==> config.mk <==
export PLATFORM = sky130hd
export DESIGN_NAME = spct_pair_unit
export DESIGN_NICKNAME = d
export VERILOG_FILES = /design/src/sv/spct_pkg.sv /design/src/sv/spct_pair_unit.sv
export SDC_FILE = /design/constraint.sdc
export NUM_CORES = 2
export LEC_CHECK = 0
export ABC_AREA = 1
export ABC_CLOCK_PERIOD_IN_PS = 14100
export BUFFER_PORTS_ARGS = -buffer_cell sky130_fd_sc_hd__buf_4
export CORE_MARGIN = 3
export CORE_UTILIZATION = 63
export CTS_BUF_LIST = sky130_fd_sc_hd__clkbuf_8
export DETAILED_ROUTE_END_ITERATION = 8
export PLACE_DENSITY = 0.85
export RECOVER_POWER = 25
export SETUP_SLACK_MARGIN = 0.4
export SLEW_MARGIN = 20
export SYNTH_ARGS = -nofsm -noshare
export SYNTH_HDL_FRONTEND = slang
export SYNTH_SLANG_ARGS = --single-unit
==> constraint.sdc <==
create_clock -name clk_i -period 14.1 [get_ports clk_i]
set_input_delay 1.41 -clock clk_i [delete_from_list [all_inputs] [get_ports clk_i]]
set_output_delay 1.41 -clock clk_i [all_outputs]
set_load 0.02 [all_outputs]
==> src/sv/spct_pkg.sv <==
// Shared types and codes of the shape pair collision test unit.
// Used by the segment lanes, the pair unit and the top level; depends on nothing.
`timescale 1ns / 1ps
package spct_pkg;

  // Pair selected by one transaction
  typedef enum logic [1:0] {
    OP_AABB     = 2'd0,
    OP_CIRCLE   = 2'd1,
    OP_CIRC_BOX = 2'd2,
    OP_SEG_CIRC = 2'd3
  } op_e;

  // Segment lanes: one per box edge, lane 0 also serves the segment pair
  localparam int unsigned NumLanes  = 4;
  // Register stages from input to output register
  localparam int unsigned PipeDepth = 6;

  // Sign and zero flags of the quadratic in one segment lane
  typedef struct packed {
    logic a_zero;
    logic c_neg;
    logic c_zero;
    logic f1_neg;
    logic f1_zero;
    logic hb_neg;
    logic ahb_pos;
  } seg_flags_t;

  // Flags of the box and circle pair tests
  typedef struct packed {
    logic aabb_hit;
    logic cc_hit;
    logic in_box;
  } pair_flags_t;

endpackage

==> src/sv/spct_pair_unit.sv <==
// Box pair, circle pair and center-in-box tests, aligned to five stages.
// Depends on spct_pkg for the flag struct.
`timescale 1ns / 1ps
module spct_pair_unit #(
  parameter int unsigned W = 16
) (
  input  logic                  clk_i,
  input  logic                  en_i,
  input  logic signed [W-1:0]   a_x0_i,
  input  logic signed [W-1:0]   a_y0_i,
  input  logic signed [W-1:0]   a_x1_i,
  input  logic signed [W-1:0]   a_y1_i,
  input  logic signed [W-1:0]   b_x0_i,
  input  logic signed [W-1:0]   b_y0_i,
  input  logic signed [W-1:0]   b_x1_i,
  input  logic signed [W-1:0]   b_y1_i,
  output spct_pkg::pair_flags_t flags_o,
  output logic signed [W+1:0]   sep_x_o,
  output logic signed [W+1:0]   sep_y_o
);

  localparam int unsigned EW = W + 3;
  localparam int unsigned SW = W + 2;
  localparam int unsigned PW = 2 * W + 6;

  // Stage 1: doubled center offsets and extents, circle offsets, inside test
  logic signed [EW-1:0] ddx_q, ddy_q, shx_q, shy_q, cdx_q, cdy_q, rs_q;
  logic                 inside1_q;

  always_ff @(posedge clk_i) begin
    if (en_i) begin
      ddx_q <= (EW'(a_x0_i) + EW'(a_x1_i)) - (EW'(b_x0_i) + EW'(b_x1_i));
      ddy_q <= (EW'(a_y0_i) + EW'(a_y1_i)) - (EW'(b_y0_i) + EW'(b_y1_i));
      shx_q <= (EW'(a_x1_i) - EW'(a_x0_i)) + (EW'(b_x1_i) - EW'(b_x0_i));
      shy_q <= (EW'(a_y1_i) - EW'(a_y0_i)) + (EW'(b_y1_i) - EW'(b_y0_i));
      cdx_q <= EW'(b_x0_i) - EW'(a_x0_i);
      cdy_q <= EW'(b_y0_i) - EW'(a_y0_i);
      rs_q  <= EW'(a_x1_i) + EW'(b_x1_i);
      inside1_q <= (a_x0_i >= b_x0_i) && (a_x0_i <= b_x1_i)
                && (a_y0_i >= b_y0_i) && (a_y0_i <= b_y1_i);
    end
  end

  // Stage 2: box overlap and separation, circle squares
  logic signed [EW-1:0] adx, ady, ox, oy;
  logic signed [SW-1:0] sx_d, sy_d, sx2_q, sy2_q;
  logic                 ahit_d, ahit2_q, inside2_q;
  logic signed [PW-1:0] cdxe, cdye, rse, d2_q, rs2_q;

  assign adx = ddx_q[EW-1] ? -ddx_q : ddx_q;
  assign ady = ddy_q[EW-1] ? -ddy_q : ddy_q;
  assign ox  = shx_q - adx;
  assign oy  = shy_q - ady;
  assign ahit_d = (adx < shx_q) && (ady < shy_q);

  always_comb begin
    sx_d = '0;
    sy_d = '0;
    if (ahit_d) begin
      // keep the shorter axis, y on a tie
      if (ox < oy) begin
        sx_d = SW'(ddx_q[EW-1] ? -ox : ox);
      end else begin
        sy_d = SW'(ddy_q[EW-1] ? -oy : oy);
      end
    end
  end

  assign cdxe = PW'(cdx_q);
  assign cdye = PW'(cdy_q);
  assign rse  = PW'(rs_q);

  always_ff @(posedge clk_i) begin
    if (en_i) begin
      ahit2_q   <= ahit_d;
      sx2_q     <= sx_d;
      sy2_q     <= sy_d;
      inside2_q <= inside1_q;
      d2_q      <= cdxe * cdxe + cdye * cdye;
      rs2_q     <= rse * rse;
    end
  end

  // Stages 3 to 5: circle compare, then hold to line up with the lanes
  spct_pkg::pair_flags_t fl3_q, fl4_q, fl5_q;
  logic signed [SW-1:0]  sx3_q, sy3_q, sx4_q, sy4_q, sx5_q, sy5_q;

  always_ff @(posedge clk_i) begin
    if (en_i) begin
      fl3_q.aabb_hit <= ahit2_q;
      fl3_q.cc_hit   <= d2_q < rs2_q;
      fl3_q.in_box   <= inside2_q;
      sx3_q <= sx2_q;
      sy3_q <= sy2_q;
      fl4_q <= fl3_q;
      sx4_q <= sx3_q;
      sy4_q <= sy3_q;
      fl5_q <= fl4_q;
      sx5_q <= sx4_q;
      sy5_q <= sy4_q;
    end
  end

  assign flags_o = fl5_q;
  assign sep_x_o = sx5_q;
  assign sep_y_o = sy5_q;

endmodule

Yosys cells after proc, flatten, opt, wreduce, memory -nomap -nowiden:

Cells that the tools add are included.

* word-level logic and storage cells: 73
* output and inout bits: 39
* flip-flop bits (word level): 359

* $mul: 3
* bitwise operators: 1
* multiplexer cells: 4
* reductions and logical operators: 6
* order comparisons: 8
* add/subtract/negate cells: 22

Operators by type and width (number)
* 17-bit by 17-bit multiplier with 34-bit output: 3
* 16-bit by 16-bit subtractor with 17-bit output: 6
* 16-bit by 16-bit adder with 17-bit output: 5
* 19-bit < comparator: 3
* 38-bit adder: 1
* 38-bit < comparator: 1
* 19-bit two-way mux: 2
* 19-bit negator: 2
* 19-bit subtractor: 2
* 17-bit by 17-bit adder with 18-bit output: 2
* 18-bit two-way mux: 2
* 18-bit negator: 2
* 17-bit by 17-bit subtractor with 18-bit output: 2
* 16-bit greater-or-equal comparator: 2
* 16-bit <= comparator: 2
* 1-bit logical AND: 4
* 2-bit AND reduction: 1
* 2-bit OR reduction: 1
* 1-bit inverter: 1

Longest topological paths before layout:

* word-level depth: 6
* gate-level depth with buffers: 39
* gate-level depth less buffers: 37

Worst setup path after synthesis:

No wires, ideal clock.

* kind: register to register
* start point: reg cdy_q[2]
* end point: reg d2_q[34] (data pin)
* cell stages (with the launch flop): 29
* setup time: 0.255 ns
* path slack: 6.955 ns
* required time: 13.845 ns
* path buffers: 2
* arrival: 6.891 ns
* cells stage by stage: edfxtp_1 > clkbuf_1 > clkbuf_1 > nand2_1 > inv_1 > fa_1 > inv_1 > fa_1 > inv_1 > fa_1 > fa_1 > fa_1 > fa_1 > ha_1 > nand2_1 > nor4_1 > nand2_1 > o211ai_1 > xor2_1 > ha_1 > nand2_1 > nor2_1 > inv_1 > nor3_1 > nand3_1 > o21ai_0 > nand2_1 > nand2_1 > nand2_1

* word-level cells in the longest chain between the ends: 2

Ends and longest elaborated chain
* from (decl): RTL line spct_pair_unit.sv:27 `logic signed [EW-1:0] ddx_q, ddy_q, shx_q, shy_q, cdx_q, cdy_q, rs_q;`
* from (signal assigned): RTL line spct_pair_unit.sv:37 `cdy_q <= EW'(b_y0_i) - EW'(a_y0_i);`
* 17-bit by 17-bit multiplier with 34-bit output: RTL line spct_pair_unit.sv:79 `d2_q <= cdxe * cdxe + cdye * cdye;`
* 38-bit adder: RTL line spct_pair_unit.sv:79
* to (signal assigned): RTL line spct_pair_unit.sv:79
* to (decl): RTL line spct_pair_unit.sv:48 `logic signed [PW-1:0] cdxe, cdye, rse, d2_q, rs2_q;`

No other way between the ends.
A chain may end at the register's enable or synchronous reset.

Worst setup path after layout:

* start point: reg, netlist name cdx_q[16]
* end point: reg d2_q[36] (data pin)

* word-level cells in the longest chain between the ends: 2

Ends and longest elaborated chain (RTL line)
* 17-bit by 17-bit multiplier with 34-bit output: spct_pair_unit.sv:79
* 38-bit adder: spct_pair_unit.sv:79

No other way between the ends.

==> results.yml <==
critical_path:
  end_kind: "register"
  cpLargestDelayFamily: "adder cells"
  crit_top_cell: "fa_1"
  cp_slowest_cell: "edfxtp_1"
  start_kind: "register"
  crit_type: "register to register"
  max_stage_delay_ps: 890
  arrival_ps: 8560
  cp_max_fo: 21
  cp.required_ps: 14510
  cp_num_buf_inv: 4
sta:
  holdWs_ps: 407
  max_slew_margin_pct: -322
  finalCriticalPeriod_ps: 8150
  drv_slew: 122
  finalSetupTns_ps: 0
  setup_viol: 0
  hold_viol_final: 0
  setup_ws_ps: 5950
  skew_ps: 54.2
  period_share_pct: 57.8
  tightest_slew_ps: 6340
  fmax_mhz: 123
  rsz0062_at_grt: "false"
routing:
  vias_per_cell: 5.47
  drtIter0Drc: 3216
  wl_per_cell_um: 17.3
  wirelength_mm: 134
  vias: 42400
  firstDrtPassIters: 6
  drc: 0
  postRouteAntennaNets: 0
synthesis:
  yosysTopAreaCell: "fa_1"
  async_flop_share_pct: 0
  synth_cell_type_count: 59
  ys.flop_type: "edfxtp_1"
  netlist_instances: 6401
  postSynthAreaPerCell_um2: 8.97
  ys_ff_latch: 350
  yosysSeqAreaShare_pct: 18.3
  synth_area_leaders: "fa_1, edfxtp_1, ha_1, inv_1, nand2_1"
  synth_area_mm2: 0.0574
  synth_edf_count: 350
  yosys_warnings: 0
  netlist.area_leader.share_pct: 33.1
global_routing:
  grt_use_met2_pct: 50.1
  grt_start_max_net_pins: 122
  grt_pass1_vias: 44600
  overflow: 0
  globalRouteMet1Util_pct: 38.9
  track_usage_pct: 29.2
  antenna_found_initial: 2
  grt_busiest_layer: "met2"
  grt_pass1_wl_mm: 222
  grtUsageMet3_pct: 3.82
clocking:
  cts_tree: "yes"
  clk_latency_ps: 710
  cts_buffer_depth: 3
  cts_setup_buffers: 0
  cts-root-buf: "clkbuf_8"
  path_clk_slew_ps: 70
  cts_resized: 0
  clkSinkCount: 350
  cts_buffers: 59
  holdBufCountCts: 0
  cts-htree-levels: 2
placement:
  port-buffer-count: 168
  place_area_mm2: 0.0597
  place_congestion: 0.980
  dp_hpwl_mm: 113
  pre_cts_slack_ps: 6130
final_layout:
  regMostFlops: "d2_q"
  nFillCells: 6829
  largest_reg_flops: 38
  final_area_mm2: 0.0608
  largestRegisters: "d2_q x38, rs2_q x33"
  areaGrowthSynthToFinish_pct: 5.98
  final_nets: 8170
  drive_gt1_share_pct: 5.04
die:
  initial_core_util_pct: 63.7
  rows: 110
  die-height_um: 308
  dieWidth_um: 308
  dieArea_mm2: 0.0948
  io_pins: 169
  core_mm2: 0.0901
status:
  failed_checks: "max-capacitance violations, max-slew violations"
  outcome: "complete, but fails checks"
min_path:
  hp-class: "register to register"
run:
  maxCapViolations: 1
## Yosys cell counts, drive strengths merged, types with 15 or more instances
library cell  number
a21boi            16
a21o              36
a21oi            325
a31oi             18
clkbuf           109
edfxtp           350
fa               949
ha               575
inv             1683
nand2           1105
nand3            150
nand3b            18
nand4             39
nor2             338
nor3              53
o211ai            16
o21a              17
o21ai            157
o21bai            22
or2               15
xnor2            100
xor2             227
## kinds of logic (layout without fill, tap and decap cells)
family	Yosys count	count (layout)	share of synthesized area (%)
buffers and inverters	1804	1965	11.9
DFF	350	350	18.3
adders and majority gates	1524	1524	45.6
AOI/OAI and AO/OA	649	649	6.47
xor gates and xnor gates	327	327	4.99
other	1	4	0.00653
and+or+nand+nor	1746	1746	12.7
## worst paths after layout
kind         depth (start not counted)  slack (ps)           to       from
max reg2reg                         27        5950     d2_q[36]  cdx_q[16]
min reg2reg                          0         410  sep_y_o[15]  sy4_q[15]
max                                 27        5950     d2_q[36]  cdx_q[16]
min                                  0         410  sep_y_o[15]  sy4_q[15]
## layout make-up
cell class | instances | area (um^2) | area share, %
antenna | 2 | 5.00 | 0.00823
timing repair buffer | 173 | 1280 | 2.10
clock buffer | 59 | 812 | 1.33
clock inverter | 49 | 344 | 0.566
inverter | 1684 | 6320 | 10.4
sequential | 350 | 10500 | 17.3
tap | 1176 | 1470 | 2.42
multi-input combinational | 4248 | 40100 | 65.9
## metrics by stage
stage,std cells,utilization [%]
2_1_floorplan,6402,-
3_3_place_gp,7631,66.2
3_5_place_dp,7631,66.2
4_1_cts,7739,67.5
5_1_grt,7740,67.5
6_report,7741,67.5
## layout by cell type (no fill, tap or decap), types with 59 or more instances in the layout
cell      count
buf_4       168
xor2_1      227
o21ai_0     136
clkbuf_8     59
fa_1        949
nor2_1      320
edfxtp_1    350
nand3_1     142
inv_1      1694
ha_1        575
nand2_1    1083
a21oi_1     319
xnor2_1     100
## worst register-to-register path: cells and delay by family, from the launching register on
kind | cells | cell delay [ps]
compound gates | 6 | 1280
xor+xnor | 1 | 170
fa+ha+maj | 8 | 3600
buf+inv | 4 | 620
flops | 1 | 890
simple gates | 8 | 1300
## per-layer routing
layer,part of all wire [%],wire length [um]
met5,0,0
met3,6.2,8330
met2,50,66800
met4,3.4,4560
met1,41,54400
Power is not shown: default switching activity piles up to over one toggle a cycle in this logic, so the estimate is an artifact.
